===== src/mvna_pkg.sv =====
// Shared constants, types and helpers of the mesh vertex normal accumulator.
package mvna_pkg;

  localparam int MAX_VERTICES = 1024;
  localparam int SUM_WIDTH    = 24;
  localparam int ADDR_W       = (MAX_VERTICES > 1) ? $clog2(MAX_VERTICES) : 1;
  localparam int INDEX_W      = 10;
  localparam int COORD_W      = 16;
  localparam int UNIT_W       = 16;
  // Working vector width: holds an exact cross product and any sum.
  localparam int VEC_W        = 36;
  localparam int POS_W        = 3 * COORD_W;
  localparam int SUMS_W       = 3 * SUM_WIDTH;

  localparam logic [1:0] OP_LOAD = 2'd0;
  localparam logic [1:0] OP_TRI  = 2'd1;
  localparam logic [1:0] OP_READ = 2'd2;

  // Vertex or component selector.
  localparam logic [1:0] SEL_A = 2'd0;
  localparam logic [1:0] SEL_B = 2'd1;
  localparam logic [1:0] SEL_C = 2'd2;

  typedef enum logic [3:0] {
    PH_IDLE,
    PH_LATCH,
    PH_CLEAR,
    PH_LOAD,
    PH_POS,
    PH_CROSS,
    PH_RDSUM,
    PH_CAPSUM,
    PH_MAG,
    PH_PRE,
    PH_SQ,
    PH_SQRT,
    PH_DIV,
    PH_UPD,
    PH_OUT,
    PH_OUTZ
  } phase_t;

  typedef struct packed {
    phase_t     phase;
    logic [4:0] step;
    logic [1:0] sel;
  } cmd_t;

  typedef struct packed {
    logic a_ok;
    logic tri_ok;
    logic m_zero;
    logic m_big;
    logic clr_last;
  } stat_t;

  function automatic logic [ADDR_W-1:0] to_addr(input logic [INDEX_W-1:0] idx);
    return ADDR_W'(idx);
  endfunction

  function automatic logic in_range(input logic [INDEX_W-1:0] idx);
    return (32'(idx) < 32'(MAX_VERTICES));
  endfunction

endpackage


===== src/mvna_ctrl.sv =====
// Controller state machine that sequences the normal accumulator datapath.
module mvna_ctrl (
  input  logic                clk,
  input  logic                rst,
  input  logic                start,
  input  logic [1:0]          opcode,
  input  mvna_pkg::stat_t     stat,
  output mvna_pkg::cmd_t      cmd,
  output logic                busy
);

  localparam logic [3:0] S_CLEAR  = 4'd0;
  localparam logic [3:0] S_IDLE   = 4'd1;
  localparam logic [3:0] S_DECODE = 4'd2;
  localparam logic [3:0] S_LOAD   = 4'd3;
  localparam logic [3:0] S_POS    = 4'd4;
  localparam logic [3:0] S_CROSS  = 4'd5;
  localparam logic [3:0] S_RDSUM  = 4'd6;
  localparam logic [3:0] S_CAPSUM = 4'd7;
  localparam logic [3:0] S_MAG    = 4'd8;
  localparam logic [3:0] S_PRE    = 4'd9;
  localparam logic [3:0] S_SQ     = 4'd10;
  localparam logic [3:0] S_SQRT   = 4'd11;
  localparam logic [3:0] S_DIV    = 4'd12;
  localparam logic [3:0] S_UPD    = 4'd13;
  localparam logic [3:0] S_OUT    = 4'd14;
  localparam logic [3:0] S_OUTZ   = 4'd15;

  logic [3:0] state, state_next;
  logic [4:0] step, step_next;
  logic [1:0] sel, sel_next;
  logic [1:0] op, op_next;

  always_ff @(posedge clk) begin
    if (rst) begin
      state <= S_CLEAR;
      step  <= '0;
      sel   <= mvna_pkg::SEL_A;
      op    <= mvna_pkg::OP_LOAD;
    end else begin
      state <= state_next;
      step  <= step_next;
      sel   <= sel_next;
      op    <= op_next;
    end
  end

  assign busy = (state != S_IDLE);

  always_comb begin
    state_next = state;
    step_next  = step;
    sel_next   = sel;
    op_next    = op;
    cmd.phase  = mvna_pkg::PH_IDLE;
    cmd.step   = step;
    cmd.sel    = sel;
    unique case (state)
      S_CLEAR: begin
        cmd.phase = mvna_pkg::PH_CLEAR;
        if (stat.clr_last) begin
          state_next = S_IDLE;
        end
      end
      S_IDLE: begin
        if (start) begin
          cmd.phase  = mvna_pkg::PH_LATCH;
          op_next    = opcode;
          state_next = S_DECODE;
        end
      end
      S_DECODE: begin
        step_next = '0;
        sel_next  = mvna_pkg::SEL_A;
        priority if (op == mvna_pkg::OP_LOAD) begin
          state_next = S_LOAD;
        end else if (op == mvna_pkg::OP_TRI) begin
          state_next = stat.tri_ok ? S_POS : S_IDLE;
        end else if (op == mvna_pkg::OP_READ) begin
          state_next = stat.a_ok ? S_RDSUM : S_OUTZ;
        end else begin
          state_next = S_IDLE;
        end
      end
      S_LOAD: begin
        cmd.phase  = mvna_pkg::PH_LOAD;
        state_next = S_IDLE;
      end
      S_POS: begin
        cmd.phase = mvna_pkg::PH_POS;
        if (step == 5'd3) begin
          step_next  = '0;
          state_next = S_CROSS;
        end else begin
          step_next = step + 5'd1;
        end
      end
      S_CROSS: begin
        cmd.phase = mvna_pkg::PH_CROSS;
        if (step == 5'd6) begin
          step_next  = '0;
          state_next = S_MAG;
        end else begin
          step_next = step + 5'd1;
        end
      end
      S_RDSUM: begin
        cmd.phase  = mvna_pkg::PH_RDSUM;
        state_next = S_CAPSUM;
      end
      S_CAPSUM: begin
        cmd.phase  = mvna_pkg::PH_CAPSUM;
        state_next = S_MAG;
      end
      S_MAG: begin
        cmd.phase  = mvna_pkg::PH_MAG;
        state_next = S_PRE;
      end
      S_PRE: begin
        cmd.phase = mvna_pkg::PH_PRE;
        step_next = '0;
        priority if (stat.m_zero) begin
          state_next = (op == mvna_pkg::OP_READ) ? S_OUTZ : S_IDLE;
        end else if (!stat.m_big) begin
          state_next = S_SQ;
        end
      end
      S_SQ: begin
        cmd.phase = mvna_pkg::PH_SQ;
        if (step == 5'd3) begin
          step_next  = '0;
          state_next = S_SQRT;
        end else begin
          step_next = step + 5'd1;
        end
      end
      S_SQRT: begin
        cmd.phase = mvna_pkg::PH_SQRT;
        step_next = step + 5'd1;
        if (step == 5'd31) begin
          sel_next   = mvna_pkg::SEL_A;
          state_next = S_DIV;
        end
      end
      S_DIV: begin
        cmd.phase = mvna_pkg::PH_DIV;
        if (step == 5'd15) begin
          step_next = '0;
          if (sel == mvna_pkg::SEL_C) begin
            sel_next   = mvna_pkg::SEL_A;
            state_next = (op == mvna_pkg::OP_READ) ? S_OUT : S_UPD;
          end else begin
            sel_next = sel + 2'd1;
          end
        end else begin
          step_next = step + 5'd1;
        end
      end
      S_UPD: begin
        cmd.phase = mvna_pkg::PH_UPD;
        if (step == 5'd1) begin
          step_next = '0;
          if (sel == mvna_pkg::SEL_C) begin
            state_next = S_IDLE;
          end else begin
            sel_next = sel + 2'd1;
          end
        end else begin
          step_next = 5'd1;
        end
      end
      S_OUT: begin
        cmd.phase  = mvna_pkg::PH_OUT;
        state_next = S_IDLE;
      end
      S_OUTZ: begin
        cmd.phase  = mvna_pkg::PH_OUTZ;
        state_next = S_IDLE;
      end
      default: begin
        state_next = S_IDLE;
      end
    endcase
  end

  a_latch_only_on_start: assert property (@(posedge clk) disable iff (rst)
    (cmd.phase == mvna_pkg::PH_LATCH) |-> start)
    else $error("item latched without start");

  a_busy_after_accept: assert property (@(posedge clk) disable iff (rst)
    (start && !busy) |=> busy)
    else $error("busy not raised after an accepted item");

  a_clear_leads_idle: assert property (@(posedge clk) disable iff (rst)
    (state == S_CLEAR && stat.clr_last) |=> !busy)
    else $error("clearing pass did not end in idle");

endmodule


===== config.mk =====
export PLATFORM = sky130hd
export DESIGN_NAME = mvna_ctrl
export DESIGN_NICKNAME = d
export VERILOG_FILES = /design/src/mvna_pkg.sv /design/src/mvna_ctrl.sv
export SDC_FILE = /design/constraint.sdc
export NUM_CORES = 1
export LEC_CHECK = 0
export ABC_AREA = 1
export BUFFER_PORTS_ARGS = -buffer_cell sky130_fd_sc_hd__buf_2
export CAP_MARGIN = 30
export CORE_MARGIN = 8
export CORE_UTILIZATION = 60
export CTS_BUF_LIST = sky130_fd_sc_hd__clkbuf_16
export DETAILED_ROUTE_END_ITERATION = 10
export GPL_ROUTABILITY_DRIVEN = 0
export HOLD_SLACK_MARGIN = 0.15
export PLACE_DENSITY = 0.85
export SYNTH_ARGS = -nofsm -noshare
export SYNTH_HDL_FRONTEND = slang
export SYNTH_SLANG_ARGS = --single-unit

===== constraint.sdc =====
create_clock -name clk -period 2.67 [get_ports clk]
set_clock_uncertainty 0.2 [all_clocks]
set_input_delay 0.1335 -clock clk [delete_from_list [all_inputs] [get_ports clk]]
set_output_delay 0.1335 -clock clk [all_outputs]
set_load 0.005 [all_outputs]

==> parameters.txt <==
Parameter                              Value

Floorplanning
  Initial cell density of the core    ~64%
  Die W    between 60 and 70 um
  Number of ports placed on the die boundary    22
  Cell row count    16
  Core Region    1962 um2
  Die span in y    ~60 um
  Area of the die    ~3800 um2

Clock tree
  Source-to-sink clock delay at the later pin of the worst-skew pair    roughly 0.24 ns
  Clk pin slew, worst setup/hold paths    0.05 ns
  CTS sink count    13
  Number of levels in the clock H-tree    1
  Num CTS Buffers    3
  Library cell used as clock root buffer    clkbuf_16
  Clk buf depth    2
  TritonCTS clock tree    yes

Logic synthesis
  Leading post-synthesis cells by cell area    dfxtp_1, nand2_1, nor2_1, inv_1, ha_1
  Fraction of post-synthesis cell area in the top cell type by area    between 20% and 30%
  Cell type contributing the most total cell area after synthesis    dfxtp_1
  Area of the mapped netlist    between 1000 and 1500 um2
  Synthesized instance count    216
  Distinct cell type count after synthesis    28
  Post-synth net total    about 230
  Post-Synthesis Mean Instance Area    between 5 and 6 um2
  Sequential area share after synthesis    between 20% and 30%
  Number of flip-flops and latches in the synthesized netlist    13
  Syn. warnings    0

Global route
  Number of global-route vias before repair    around 1,500
  GRT Residual Overflow    0
  Total routing resource utilization after global routing    between 20% and 30%
  Routing usage on met1    between 20% and 30%
  Number of antenna violations at the first check in global routing    0
  Largest net degree at the start of global routing    10
  Met3 track utilization from global routing    about 5.2%
  Met2 Resource Use GR    35.60%
  Wire length of the first global-routing pass    6.237 mm
  Busiest metal layer after global routing    met2

Timing
  Worst slew pin tran    between 0.3 and 0.4 ns
  # setup viols final    0
  Highest attainable clock frequency    just under 400 MHz
  RSZ-0062 raised after global routing    false
  Final setup TNS    0 ns
  Fin crit share    95.38%
  Final worst slack    around 0.12 ns
  Slew Limit Fails    0
  Min cycle time layout    approximately 2.5 ns
  Slew margin rel.    77.15%
  Endpoints failing hold    0

Worst setup path
  Slowest cell on the critical path    dlygate4sd3_1
  Critical path cell sequence    inv_1 > nand2_1 > nor2_4 > nand2_1 > o21ai_1 > dlygate4sd3_1 > a21oi_1 > dlygate4sd3_1
  CP peak stage delay    approximately 0.57 ns
  Crit path buffers/inverters    3
  Worst-path fanout max    8
  Worst endpoint data arrival time    2.48 ns
  Setup slack of the most critical reg-to-reg path    0.12 ns
  Critical register-to-register path endpoint    op[1]
  Largest delay contributor family on the critical path    buffers and inverters
  Type of the setup path with the least slack    reg2reg
  Register-to-Register Path Depth    8
  Element type at the critical path end    flip-flop
  Setup crit start kind    flip-flop
  Launch instance of the worst register-to-register path    state[3]
  Data required time at the worst endpoint    2.60 ns

Detailed routing
  Average routed wire per standard cell    13.43 um
  Via total after detailed routing    about 1,500
  Number of DRC violations after detailed-routing iteration 0    93
  WL final    roughly 3.7 mm
  Remaining antenna violation count after routing    0
  DRC violations left    0
  Initial DRT Pass Iterations    4
  Via density per instance    ~5.5

Worst hold path
  HP Class    in2reg
  Terminating pin of the worst hold path    state[0]
  Worst hold start    stat[4]
  Number of cells traversed by the worst hold path    6

Layout
  Finished Core Util    about four fifths
  Fraction of final layout cells sized beyond drive strength 1    a little under 20%
  Number of antenna diodes    0
  Final Net Count    roughly 270
  Area added between synthesis and finish    23.57%

Power
  Peak supply drop    0.7907 mV
  Total power per unit cell area    between 900 and 1000 nW/um2
  Cell leakage power    around 0.8 nW

Job
  Number of violations of the max-capacitance limit    0

Place
  Post-placement setup slack    about 0.77 ns
  Final HPWL DP    about 2.7 mm
  Port Buffer Count    21

Outcome
  Run status    finished, final reports clean
==> per-stage QoR <==
| stage | hold slack [ns] | instance area (um2) | cells | power, mW |
|---|---|---|---|---|
| floorplan | 0.002566 | 1247 | 216 | 0.9755 |
| global placement | 0.1563 | 1371 | 261 | 1.156 |
| detailed placement | 0.1616 | 1371 | 261 | 1.183 |
| CTS | 0.2017 | 1520 | 272 | 1.487 |
| global route | 0.2455 | 1541 | 274 | 1.681 |
| finish | 0.2023 | 1541 | 274 | 1.530 |
==> worst reg2reg max path: cells and delay by family (launching register included) <==
| kind | cells | cell delay [ns] |
|---|---|---|
| buf+inv | 3 | 1.24 |
| simple gates | 3 | 0.41 |
| flops | 1 | 0.39 |
| compound gates | 2 | 0.19 |
==> synth_stat cells, drive strengths merged <==
master  instances
nand2          69
o22ai           1
nor3            8
buf             1
inv            28
dfxtp          13
o21ai          13
nand3          18
ha              7
a21oi           7
o211ai          1
clkinv          1
nor2           42
nand4           3
a31oi           1
nor3b           1
clkbuf          2
==> where the power goes <==
group          internal (mW)  total [mW]  switching (mW)
logic                  0.334       0.907           0.573
registers              0.255       0.342          0.0873
clock network          0.198       0.281          0.0837
total                  0.786        1.53           0.744
==> kinds of logic (layout without fill, tap and decap cells) <==
kind of cell | after synthesis | after routing | synth area share, %
compound gates | 23 | 23 | 10.23
fa+ha+maj | 7 | 7 | 7.021
flops | 13 | 13 | 20.86
simple gates | 141 | 141 | 51.96
buf+inv | 32 | 63 | 9.930
==> area by class of cell <==
type,instances,area [um2]
Inverter,29,108.9
Timing Repair Buffer,30,190.2
Tap cell,27,33.78
Clock buffer,3,75.07
Multi-Input combinational cell,171,868.3
Fill cell,168,420.4
Sequential cell,13,261.5
Clock inverter,1,3.754
==> per-layer routing <==
layer,up-vias,part of all wire (%),wire length (um)
met2,80,47,1747
li1,747,-,-
met1,678,40,1458
met3,14,10,376
met5,-,0,0
met4,0,2.6,97
==> layout by cell type, fill, tap and decap left out, types with 2 or more instances in the layout <==
cell type | Yosys | layout
a21oi_1 | 6 | 6
buf_2 | 0 | 21
buf_4 | 1 | 2
clkbuf_16 | 0 | 3
dfxtp_1 | 13 | 12
dlygate4sd3_1 | 0 | 7
ha_1 | 7 | 7
inv_1 | 24 | 24
inv_2 | 4 | 5
nand2_1 | 65 | 65
nand2_2 | 2 | 2
nand2_4 | 2 | 2
nand3_1 | 15 | 15
nand3_2 | 2 | 2
nand4_1 | 3 | 3
nor2_1 | 35 | 35
nor2_2 | 5 | 4
nor2_4 | 2 | 3
nor3_1 | 7 | 7
o21ai_0 | 11 | 10
o21ai_1 | 1 | 2
==> worst max-delay path by stage <==
stage | startpoint | endpoint | slack, ns | depth (start not counted)
4_1_cts | state[1] | op[1] | 0.10 | 8
2_1_floorplan | step[0] | sel[0] | 0.98 | 8
6_report | state[3] | op[1] | 0.12 | 8
3_3_place_gp | state[3] | sel[1] | 0.86 | 9
3_5_place_dp | step[0] | sel[0] | 0.77 | 8
5_1_grt | state[1] | op[1] | 0.002 | 8
==> repair_timing <==
item,in CTS,in global routing
setup buffers,0,2
gates resized for setup,0,4
endpoints found under the hold margin,4,0
hold buffers,7,0
endpoints found under the setup margin,0,1
==> sequential cells by signal, indices dropped and copies added (netlist names) <==
name,cells
sel,2
state,4
op,2
step,5
No activity file was read; power rests on OpenSTA's default activity.
